## config.mk

```make
export PLATFORM = sky130hd
export DESIGN_NAME = delayed_coincidence_tagger_unit_flat
export DESIGN_NICKNAME = d
export VERILOG_FILES = /design/src/rtl/dct_pkg.sv /design/src/rtl/dct_if.sv /design/src/rtl/delayed_coincidence_tagger_unit.sv /design/src/flat_wrapper.sv
export SDC_FILE = /design/constraint.sdc
export NUM_CORES = 2
export LEC_CHECK = 0
export BUFFER_PORTS_ARGS = -buffer_cell sky130_fd_sc_hd__clkbuf_2
export CAP_MARGIN = 20
export CORE_ASPECT_RATIO = 1.5
export CORE_MARGIN = 2
export CORE_UTILIZATION = 55
export DETAILED_ROUTE_END_ITERATION = 8
export GPL_TIMING_DRIVEN = 0
export PLACE_DENSITY = 0.79
export SKIP_CTS_REPAIR_TIMING = 1
export SLEW_MARGIN = 10
export SYNTH_ARGS = -nofsm -noshare
export SYNTH_HDL_FRONTEND = slang
export SYNTH_SLANG_ARGS = --single-unit
```

## constraint.sdc

```tcl
create_clock -name clk -period 8.2 [get_ports clk]
set_input_delay 0.82 -clock clk [delete_from_list [all_inputs] [get_ports clk]]
set_output_delay 0.82 -clock clk [all_outputs]
set_load 0.005 [all_outputs]
```

## src/rtl/dct_pkg.sv

```systemverilog
package dct_pkg;

    // Slot store geometry
    localparam int NUM_SLOTS  = 32;
    localparam int GOOD_COUNT = 29;
    localparam int SLOT_W     = $clog2(NUM_SLOTS);

    // Field widths
    localparam int CHAN_W    = 10;
    localparam int ENERGY_W  = 20;
    localparam int TIME_W    = 48;
    localparam int WINDOW_W  = 40;
    localparam int CFG_IDX_W = 2;
    localparam int CFG_W     = 40;

    // Register indexes
    localparam logic [CFG_IDX_W-1:0] REG_WINDOW_TICKS = 2'd0;
    localparam logic [CFG_IDX_W-1:0] REG_ENERGY_LOW   = 2'd1;
    localparam logic [CFG_IDX_W-1:0] REG_ENERGY_HIGH  = 2'd2;

    // Register reset values: 67.71 min at 100 MHz, and 11.0216 keV +/- 2.49817 keV
    localparam logic [WINDOW_W-1:0] WINDOW_RESET      = 40'd406260000000;
    localparam logic [ENERGY_W-1:0] ENERGY_LOW_RESET  = 20'd2182;
    localparam logic [ENERGY_W-1:0] ENERGY_HIGH_RESET = 20'd3461;

    // Good raw channels; position in the list is the slot
    localparam logic [CHAN_W-1:0] GOOD_CHANNELS [0:GOOD_COUNT-1] = '{
        10'd646, 10'd644, 10'd642, 10'd630, 10'd628, 10'd626, 10'd624, 10'd632,
        10'd584, 10'd674, 10'd576, 10'd680, 10'd692, 10'd690, 10'd688, 10'd640,
        10'd676, 10'd616, 10'd614, 10'd610, 10'd664, 10'd662, 10'd656, 10'd696,
        10'd608, 10'd598, 10'd600, 10'd594, 10'd592
    };

    typedef struct packed {
        logic              good;
        logic [SLOT_W-1:0] slot;
    } slot_lookup_t;

    // Map a raw channel to its slot; the first match wins
    function automatic slot_lookup_t slot_of(input logic [CHAN_W-1:0] chan);
        slot_lookup_t res;
        res.good = 1'b0;
        res.slot = '0;
        for (int i = GOOD_COUNT - 1; i >= 0; i--)
        begin
            if (GOOD_CHANNELS[i] == chan)
            begin
                res.good = 1'b1;
                res.slot = SLOT_W'(i);
            end
        end
        return res;
    endfunction

endpackage

```

## src/rtl/dct_if.sv

```systemverilog
interface dct_hit_if;
    import dct_pkg::*;
    logic                valid;
    logic                ready;
    logic [CHAN_W-1:0]   raw_channel;
    logic [ENERGY_W-1:0] hit_energy;
    logic [TIME_W-1:0]   hit_time;

    modport source (output valid, raw_channel, hit_energy, hit_time, input ready);
    modport sink   (input valid, raw_channel, hit_energy, hit_time, output ready);
endinterface

interface dct_tag_if;
    import dct_pkg::*;
    logic                valid;
    logic                ready;
    logic                good_channel;
    logic                prompt_tag;
    logic                delayed_tag;
    logic [WINDOW_W-1:0] elapsed_ticks;

    modport source (output valid, good_channel, prompt_tag, delayed_tag, elapsed_ticks,
                    input ready);
    modport sink   (input valid, good_channel, prompt_tag, delayed_tag, elapsed_ticks,
                    output ready);
endinterface

interface dct_cfg_if;
    import dct_pkg::*;
    logic                 valid;
    logic                 ready;
    logic [CFG_IDX_W-1:0] index;
    logic [CFG_W-1:0]     data;

    modport source (output valid, index, data, input ready);
    modport sink   (input valid, index, data, output ready);
endinterface

```

## src/rtl/delayed_coincidence_tagger_unit.sv

```systemverilog
// A hit accepted at the input is held in the input stage, then in the result register that
// drives its tags; a stalled output holds both. Throughput: one hit per cycle while the output
// is not stalled; the slot read, time compare and slot update fall in the same cycle.
// Reset (rst_n low, asynchronous): pipeline emptied, all prompt-seen flags cleared at once,
// configuration registers back to their reset values. Slot times are undefined until written.
// The configuration channel takes a beat every cycle.
module delayed_coincidence_tagger_unit
    import dct_pkg::*;
(
    input  logic       clk,
    input  logic       rst_n,
    dct_hit_if.sink    hit,
    dct_tag_if.source  tag,
    dct_cfg_if.sink    cfg
);

    // Configuration registers
    logic [WINDOW_W-1:0] window_reg;
    logic [ENERGY_W-1:0] energy_low_reg;
    logic [ENERGY_W-1:0] energy_high_reg;

    // Input stage
    logic                s1_valid_reg;
    logic                s1_good_reg;
    logic [SLOT_W-1:0]   s1_slot_reg;
    logic [ENERGY_W-1:0] s1_energy_reg;
    logic [TIME_W-1:0]   s1_time_reg;

    // Slot store
    logic [TIME_W-1:0]    last_time_reg [0:NUM_SLOTS-1];
    logic [NUM_SLOTS-1:0] seen_reg;

    // Result stage
    logic                out_valid_reg;
    logic                out_good_reg;
    logic                out_prompt_reg;
    logic                out_delayed_reg;
    logic [WINDOW_W-1:0] out_elapsed_reg;

    logic                s1_advance;
    logic                s1_fire;
    slot_lookup_t        lookup;
    logic [TIME_W-1:0]   slot_time;
    logic [TIME_W:0]     time_diff;
    logic                later;
    logic                in_window;
    logic                prompt_next;
    logic                delayed_next;
    logic [WINDOW_W-1:0] elapsed_next;

    assign cfg.ready = 1'b1;

    // Write configuration registers on a cfg beat; unknown indexes are dropped
    always_ff @(posedge clk or negedge rst_n)
    begin
        if (!rst_n)
        begin
            window_reg      <= WINDOW_RESET;
            energy_low_reg  <= ENERGY_LOW_RESET;
            energy_high_reg <= ENERGY_HIGH_RESET;
        end
        else if (cfg.valid && cfg.ready)
        begin
            case (cfg.index)
                REG_WINDOW_TICKS: window_reg      <= cfg.data[WINDOW_W-1:0];
                REG_ENERGY_LOW:   energy_low_reg  <= cfg.data[ENERGY_W-1:0];
                REG_ENERGY_HIGH:  energy_high_reg <= cfg.data[ENERGY_W-1:0];
                default:          ;
            endcase
        end
    end

    // Advance the input stage whenever the result register is free or being drained
    assign s1_advance = !out_valid_reg || tag.ready;
    assign s1_fire    = s1_valid_reg && s1_advance;
    assign hit.ready  = !s1_valid_reg || s1_advance;

    assign lookup = slot_of(hit.raw_channel);

    // Hold the input stage; resolve the slot on the way in
    always_ff @(posedge clk or negedge rst_n)
    begin
        if (!rst_n)
        begin
            s1_valid_reg <= 1'b0;
        end
        else if (hit.ready)
        begin
            s1_valid_reg <= hit.valid;
        end
    end

    always_ff @(posedge clk)
    begin
        if (hit.valid && hit.ready)
        begin
            s1_good_reg   <= lookup.good;
            s1_slot_reg   <= lookup.slot;
            s1_energy_reg <= hit.hit_energy;
            s1_time_reg   <= hit.hit_time;
        end
    end

    // Compare against the slot's last prompt time
    assign slot_time = last_time_reg[s1_slot_reg];
    assign time_diff = {1'b0, s1_time_reg} - {1'b0, slot_time};
    assign later     = !time_diff[TIME_W] && (time_diff[TIME_W-1:0] != '0);
    assign in_window = (time_diff[TIME_W-1:WINDOW_W] == '0)
                    && (time_diff[WINDOW_W-1:0] < window_reg);

    assign delayed_next = s1_good_reg && seen_reg[s1_slot_reg] && later && in_window;
    assign elapsed_next = delayed_next ? time_diff[WINDOW_W-1:0] : '0;
    assign prompt_next  = s1_good_reg && (s1_energy_reg > energy_low_reg)
                       && (s1_energy_reg < energy_high_reg);

    // Store the prompt time after the check, so a hit never matches itself
    always_ff @(posedge clk or negedge rst_n)
    begin
        if (!rst_n)
        begin
            seen_reg <= '0;
        end
        else if (s1_fire && prompt_next)
        begin
            seen_reg[s1_slot_reg] <= 1'b1;
        end
    end

    always_ff @(posedge clk)
    begin
        if (s1_fire && prompt_next)
        begin
            last_time_reg[s1_slot_reg] <= s1_time_reg;
        end
    end

    // Result register
    always_ff @(posedge clk or negedge rst_n)
    begin
        if (!rst_n)
        begin
            out_valid_reg <= 1'b0;
        end
        else if (s1_advance)
        begin
            out_valid_reg <= s1_valid_reg;
        end
    end

    always_ff @(posedge clk)
    begin
        if (s1_fire)
        begin
            out_good_reg    <= s1_good_reg;
            out_prompt_reg  <= prompt_next;
            out_delayed_reg <= delayed_next;
            out_elapsed_reg <= elapsed_next;
        end
    end

    assign tag.valid         = out_valid_reg;
    assign tag.good_channel  = out_good_reg;
    assign tag.prompt_tag    = out_prompt_reg;
    assign tag.delayed_tag   = out_delayed_reg;
    assign tag.elapsed_ticks = out_elapsed_reg;

endmodule

```

## src/flat_wrapper.sv

```systemverilog
// flat-port wrapper written by rule: the top's interface ports become plain ports
module delayed_coincidence_tagger_unit_flat import dct_pkg::*;
  (clk, rst_n, hit_valid, hit_raw_channel, hit_hit_energy, hit_hit_time, hit_ready, tag_valid, tag_good_channel, tag_prompt_tag, tag_delayed_tag, tag_elapsed_ticks, tag_ready, cfg_valid, cfg_index, cfg_data, cfg_ready);
  dct_hit_if hit_i ();
  dct_tag_if tag_i ();
  dct_cfg_if cfg_i ();
  input  logic clk;
  input  logic rst_n;
  input wire logic [$bits(hit_i.valid)-1:0] hit_valid;
  input wire logic [$bits(hit_i.raw_channel)-1:0] hit_raw_channel;
  input wire logic [$bits(hit_i.hit_energy)-1:0] hit_hit_energy;
  input wire logic [$bits(hit_i.hit_time)-1:0] hit_hit_time;
  output wire logic [$bits(hit_i.ready)-1:0] hit_ready;
  output wire logic [$bits(tag_i.valid)-1:0] tag_valid;
  output wire logic [$bits(tag_i.good_channel)-1:0] tag_good_channel;
  output wire logic [$bits(tag_i.prompt_tag)-1:0] tag_prompt_tag;
  output wire logic [$bits(tag_i.delayed_tag)-1:0] tag_delayed_tag;
  output wire logic [$bits(tag_i.elapsed_ticks)-1:0] tag_elapsed_ticks;
  input wire logic [$bits(tag_i.ready)-1:0] tag_ready;
  input wire logic [$bits(cfg_i.valid)-1:0] cfg_valid;
  input wire logic [$bits(cfg_i.index)-1:0] cfg_index;
  input wire logic [$bits(cfg_i.data)-1:0] cfg_data;
  output wire logic [$bits(cfg_i.ready)-1:0] cfg_ready;
  assign hit_i.valid = hit_valid;
  assign hit_i.raw_channel = hit_raw_channel;
  assign hit_i.hit_energy = hit_hit_energy;
  assign hit_i.hit_time = hit_hit_time;
  assign hit_ready = hit_i.ready;
  assign tag_valid = tag_i.valid;
  assign tag_good_channel = tag_i.good_channel;
  assign tag_prompt_tag = tag_i.prompt_tag;
  assign tag_delayed_tag = tag_i.delayed_tag;
  assign tag_elapsed_ticks = tag_i.elapsed_ticks;
  assign tag_i.ready = tag_ready;
  assign cfg_i.valid = cfg_valid;
  assign cfg_i.index = cfg_index;
  assign cfg_i.data = cfg_data;
  assign cfg_ready = cfg_i.ready;
  delayed_coincidence_tagger_unit u_core (.clk(clk), .rst_n(rst_n), .hit(hit_i), .tag(tag_i), .cfg(cfg_i));
endmodule
```

==> results.md <==
- CTS sink cnt: about 1800
- Count leader, synth: edfxtp_1
- Post-synth net total: between 3000 and 4000
- Worst r2r src: u_core.s1_slot_reg[4]$_SDFFCE_PP0P_
- Number of flip-flops in the largest register: 1536
- Final core occ: 0.649
- R2R depth: 33
- CP arrival: roughly 8.7 ns
- Synth top area share: 0.697
- Number of synthesized flops with an enable pin: approximately 1700
- Hold Crit Endpoint: u_core.s1_time_reg[33]$_DFFE_PP_
- Routed Wire Length: around 230 mm
- Fin crit share: 0.986
- Vias in the first global route: approximately 42000
- Maxcap violations: 0
- Syn. warnings: 0
- F_max: 124 MHz
- Area delta synth->final: 17.1%
- Leak pwr: about 28 nW
- Critical hold path startpoint: hit_hit_time[33]
- Die width: between 200 and 300 um
- Final Hold Viols: 0
- Ys flop type: edfxtp_1
- Share of layout cells above drive strength 1: 0.285
- Ports: between 150 and 200
- Post-Syn Area: 0.0712 sq mm
- Clk buf depth: 3
- Core area: ~0.13 sq mm
- Reg power frac: 0.513
- Area contributors post-synth: edfxtp_1 (70%), mux4_2 (12%), dfrtp_1 (3.0%)
- Netlist cell types: 79
- Rows: between 150 and 200
- Switch Pwr: 0.00477 W
- Comb pwr share: 0.107
- 1st-iter DRT viols: 6948
- Via density: just over 7
- Post-synth top area cell: edfxtp_1
- Root Driver: clkbuf_16
- Die footprint: between 0.1 and 0.15 sq mm
- FF-to-FF End: u_core.tag.delayed_tag$_DFFE_PP_
- CP required: about 8.8 ns
- Clock Power Share: 0.380
- Post-route worst setup slack: ~0.11 ns
- Clk_skew: about 0.037 ns
- Synth cell count leaders: edfxtp_1 (1653), mux4_2 (386), nand2_1 (148), nor2_1 (139), inv_1 (131)
- Internal: between 0.015 and 0.02 W
- Rel. slew slack: 0.213
- Number of synthesized register bits: about 1800
- Post-DP HPWL: about 150 mm
- Post-route ant nets: 0
- TritonCTS buffer count: about 160
- Slew Limit Fails: 0
- Largest net degree at the start of global routing: 67
- Power per cell area: between 200 and 250 mW/mm^2
- Clk Latency, worst-skew pair: about 0.79 ns
- H-tree levels: 4
- Via Count: 42700
- HP Class: input port to flip-flop
- Crit-path max cell delay: ~0.49 ns
- GRT Overall Usage: 0.345
- 1st-pass router iterations: 6
- Placement Setup Slack: -1.68 ns
- Chip Height: between 400 and 500 um
- Initial antenna violation count: 5
- Wire per inst: 38.2 um
- Initial Util: 0.554
- Minimum clock period after layout: just over 8 ns
- CTS clk-pin slew, worst paths: 0.06 ns
- Worst Hold Depth: 1
- Mapped Cells: roughly 3700
- Seq/Total Area, Yosys: 0.738
- Sw Ratio: 0.241
- Crit path capture type: flip-flop
- Global route overflow: 0
- Ys async rst share: 0.0645
- Worst ir drop on vdd: approximately 0.22 mV
- CTS tree: built
- RePlAce Congestion: between 0.9 and 1
- Nets: 4473
- Worst-path maximum fanout: 10
- CP startpoint kind: flip-flop
- R2R Setup Slk: 0.11 ns
- IO buf count: between 150 and 200
- Status: finished clean
- Mean Syn Cell Area: roughly 19 sq um
- Critical path class: flip-flop to flip-flop
- CP max-delay cell: edfxtp_1
- First-pass GRT wire length: approximately 320 mm
- Final Setup Violations: 0
- # DRC: 0
- Worst slew pin tran: 1.18 ns
==> power groups by stage <==
stage / Clock [W] / Sequential (W) / Combinational [W]
4_1_cts: 0.00753 / 0.0102 / 0.00190
5_1_grt: 0.00782 / 0.0102 / 0.00224
3_3_place_gp: 0 / 0.0104 / 0.00181
3_5_place_dp: 0 / 0.0104 / 0.00187
6_report: 0.00754 / 0.0102 / 0.00212
2_1_floorplan: 0 / 0.0103 / 0.00117
==> metrics by stage <==
step / setup TNS (ns) / instance area [sq um] / hold WS, ns / std cells / total power, W
2_1_floorplan: 0 / 71200 / 0.426 / 3731 / 0.0115
3_5_place_dp: -63.86 / 76800 / 0.461 / 5721 / 0.0123
4_1_cts: -70.97 / 82000 / -0.0430 / 6002 / 0.0196
3_3_place_gp: -3261.51 / 74200 / 0.453 / 5610 / 0.0122
5_1_grt: -0.106 / 83400 / 0.175 / 6058 / 0.0202
6_report: 0 / 83400 / 0.199 / 6060 / 0.0198
==> worst max-delay path by stage <==
stage	slack [ns]	from	end
final	0.11	u_core.s1_slot_reg[4]$_SDFFCE_PP0P_	u_core.tag.delayed_tag$_DFFE_PP_
after floorplan	1.41	u_core.s1_slot_reg[0]$_SDFFCE_PP0P_	u_core.tag.delayed_tag$_DFFE_PP_
after detailed placement	-1.68	u_core.s1_slot_reg[2]$_SDFFCE_PP0P_	u_core.tag.delayed_tag$_DFFE_PP_
after CTS	-1.86	u_core.s1_slot_reg[2]$_SDFFCE_PP0P_	u_core.tag.delayed_tag$_DFFE_PP_
after global placement	-3.09	u_core.s1_slot_reg[1]$_SDFFCE_PP0P_	u_core.last_time_reg[15][27]$_DFFE_PP_
after global routing	-0.06	u_core.s1_slot_reg[4]$_SDFFCE_PP0P_	u_core.tag.delayed_tag$_DFFE_PP_
==> routing by layer <==
layer	routed length (um)	up-vias	GRT usage
li1	-	16200	-
met1	70000	21200	0.400
met2	109000	4328	0.555
met3	29400	1033	0.0928
met4	23000	6	0.256
met5	49	-	0
==> cells by family (layout without fill, tap and decap cells) <==
family / Yosys count / in the layout / synth area share
buffers and inverters: 317 / 931 / 0.0182
xor gates and xnor gates: 37 / 37 / 0.00455
other: 1 / 5 / 0.0000527
AOI/OAI and AO/OA: 535 / 535 / 0.0526
muxes: 444 / 444 / 0.131
adders and majority gates: 127 / 127 / 0.0224
DFF: 1767 / 1767 / 0.738
and+or+nand+nor: 503 / 503 / 0.0337
==> critical path, delay by kind of cell (launching register included) <==
family                     cells  cell delay, ns
adders and majority gates      3            1.02
DFF                            1            0.49
xor gates and xnor gates       1            0.28
buffers and inverters          8            1.63
and+or+nand+nor               10            2.05
AOI/OAI and AO/OA             11            2.41
==> layout by cell type, fill, tap and decap left out, drive strengths merged, types with 11 or more instances in the layout <==
| cell type | count |
|---|---|
| ha | 126 |
| and3 | 42 |
| xnor2 | 18 |
| nand3 | 40 |
| buf | 237 |
| a221oi | 34 |
| o21bai | 39 |
| nor2 | 140 |
| bufinv | 19 |
| dfstp | 30 |
| nand2b | 16 |
| xor2 | 19 |
| mux4 | 386 |
| mux2 | 43 |
| edfxtp | 1653 |
| mux2i | 15 |
| nand2 | 148 |
| clkbuf | 472 |
| o21ai | 84 |
| a21oi | 94 |
| a21o | 39 |
| clkinv | 63 |
| a31oi | 11 |
| a22o | 34 |
| dfrtp | 84 |
| nand4 | 28 |
| nor3 | 28 |
| nor2b | 11 |
| a22oi | 118 |
| inv | 134 |
==> area by class of cell <==
cell class / count / area, sq um
multi-input combinational: 1647 / 17800
clock buffer: 193 / 4180
sequential: 1767 / 52500
fill: 8133 / 45100
timing repair buffer: 335 / 4080
antenna: 4 / 10.0
buffer: 182 / 1200
clock inverter: 88 / 963
tap: 1711 / 2140
inverter: 133 / 507
Power figures use the tool's default switching activity.
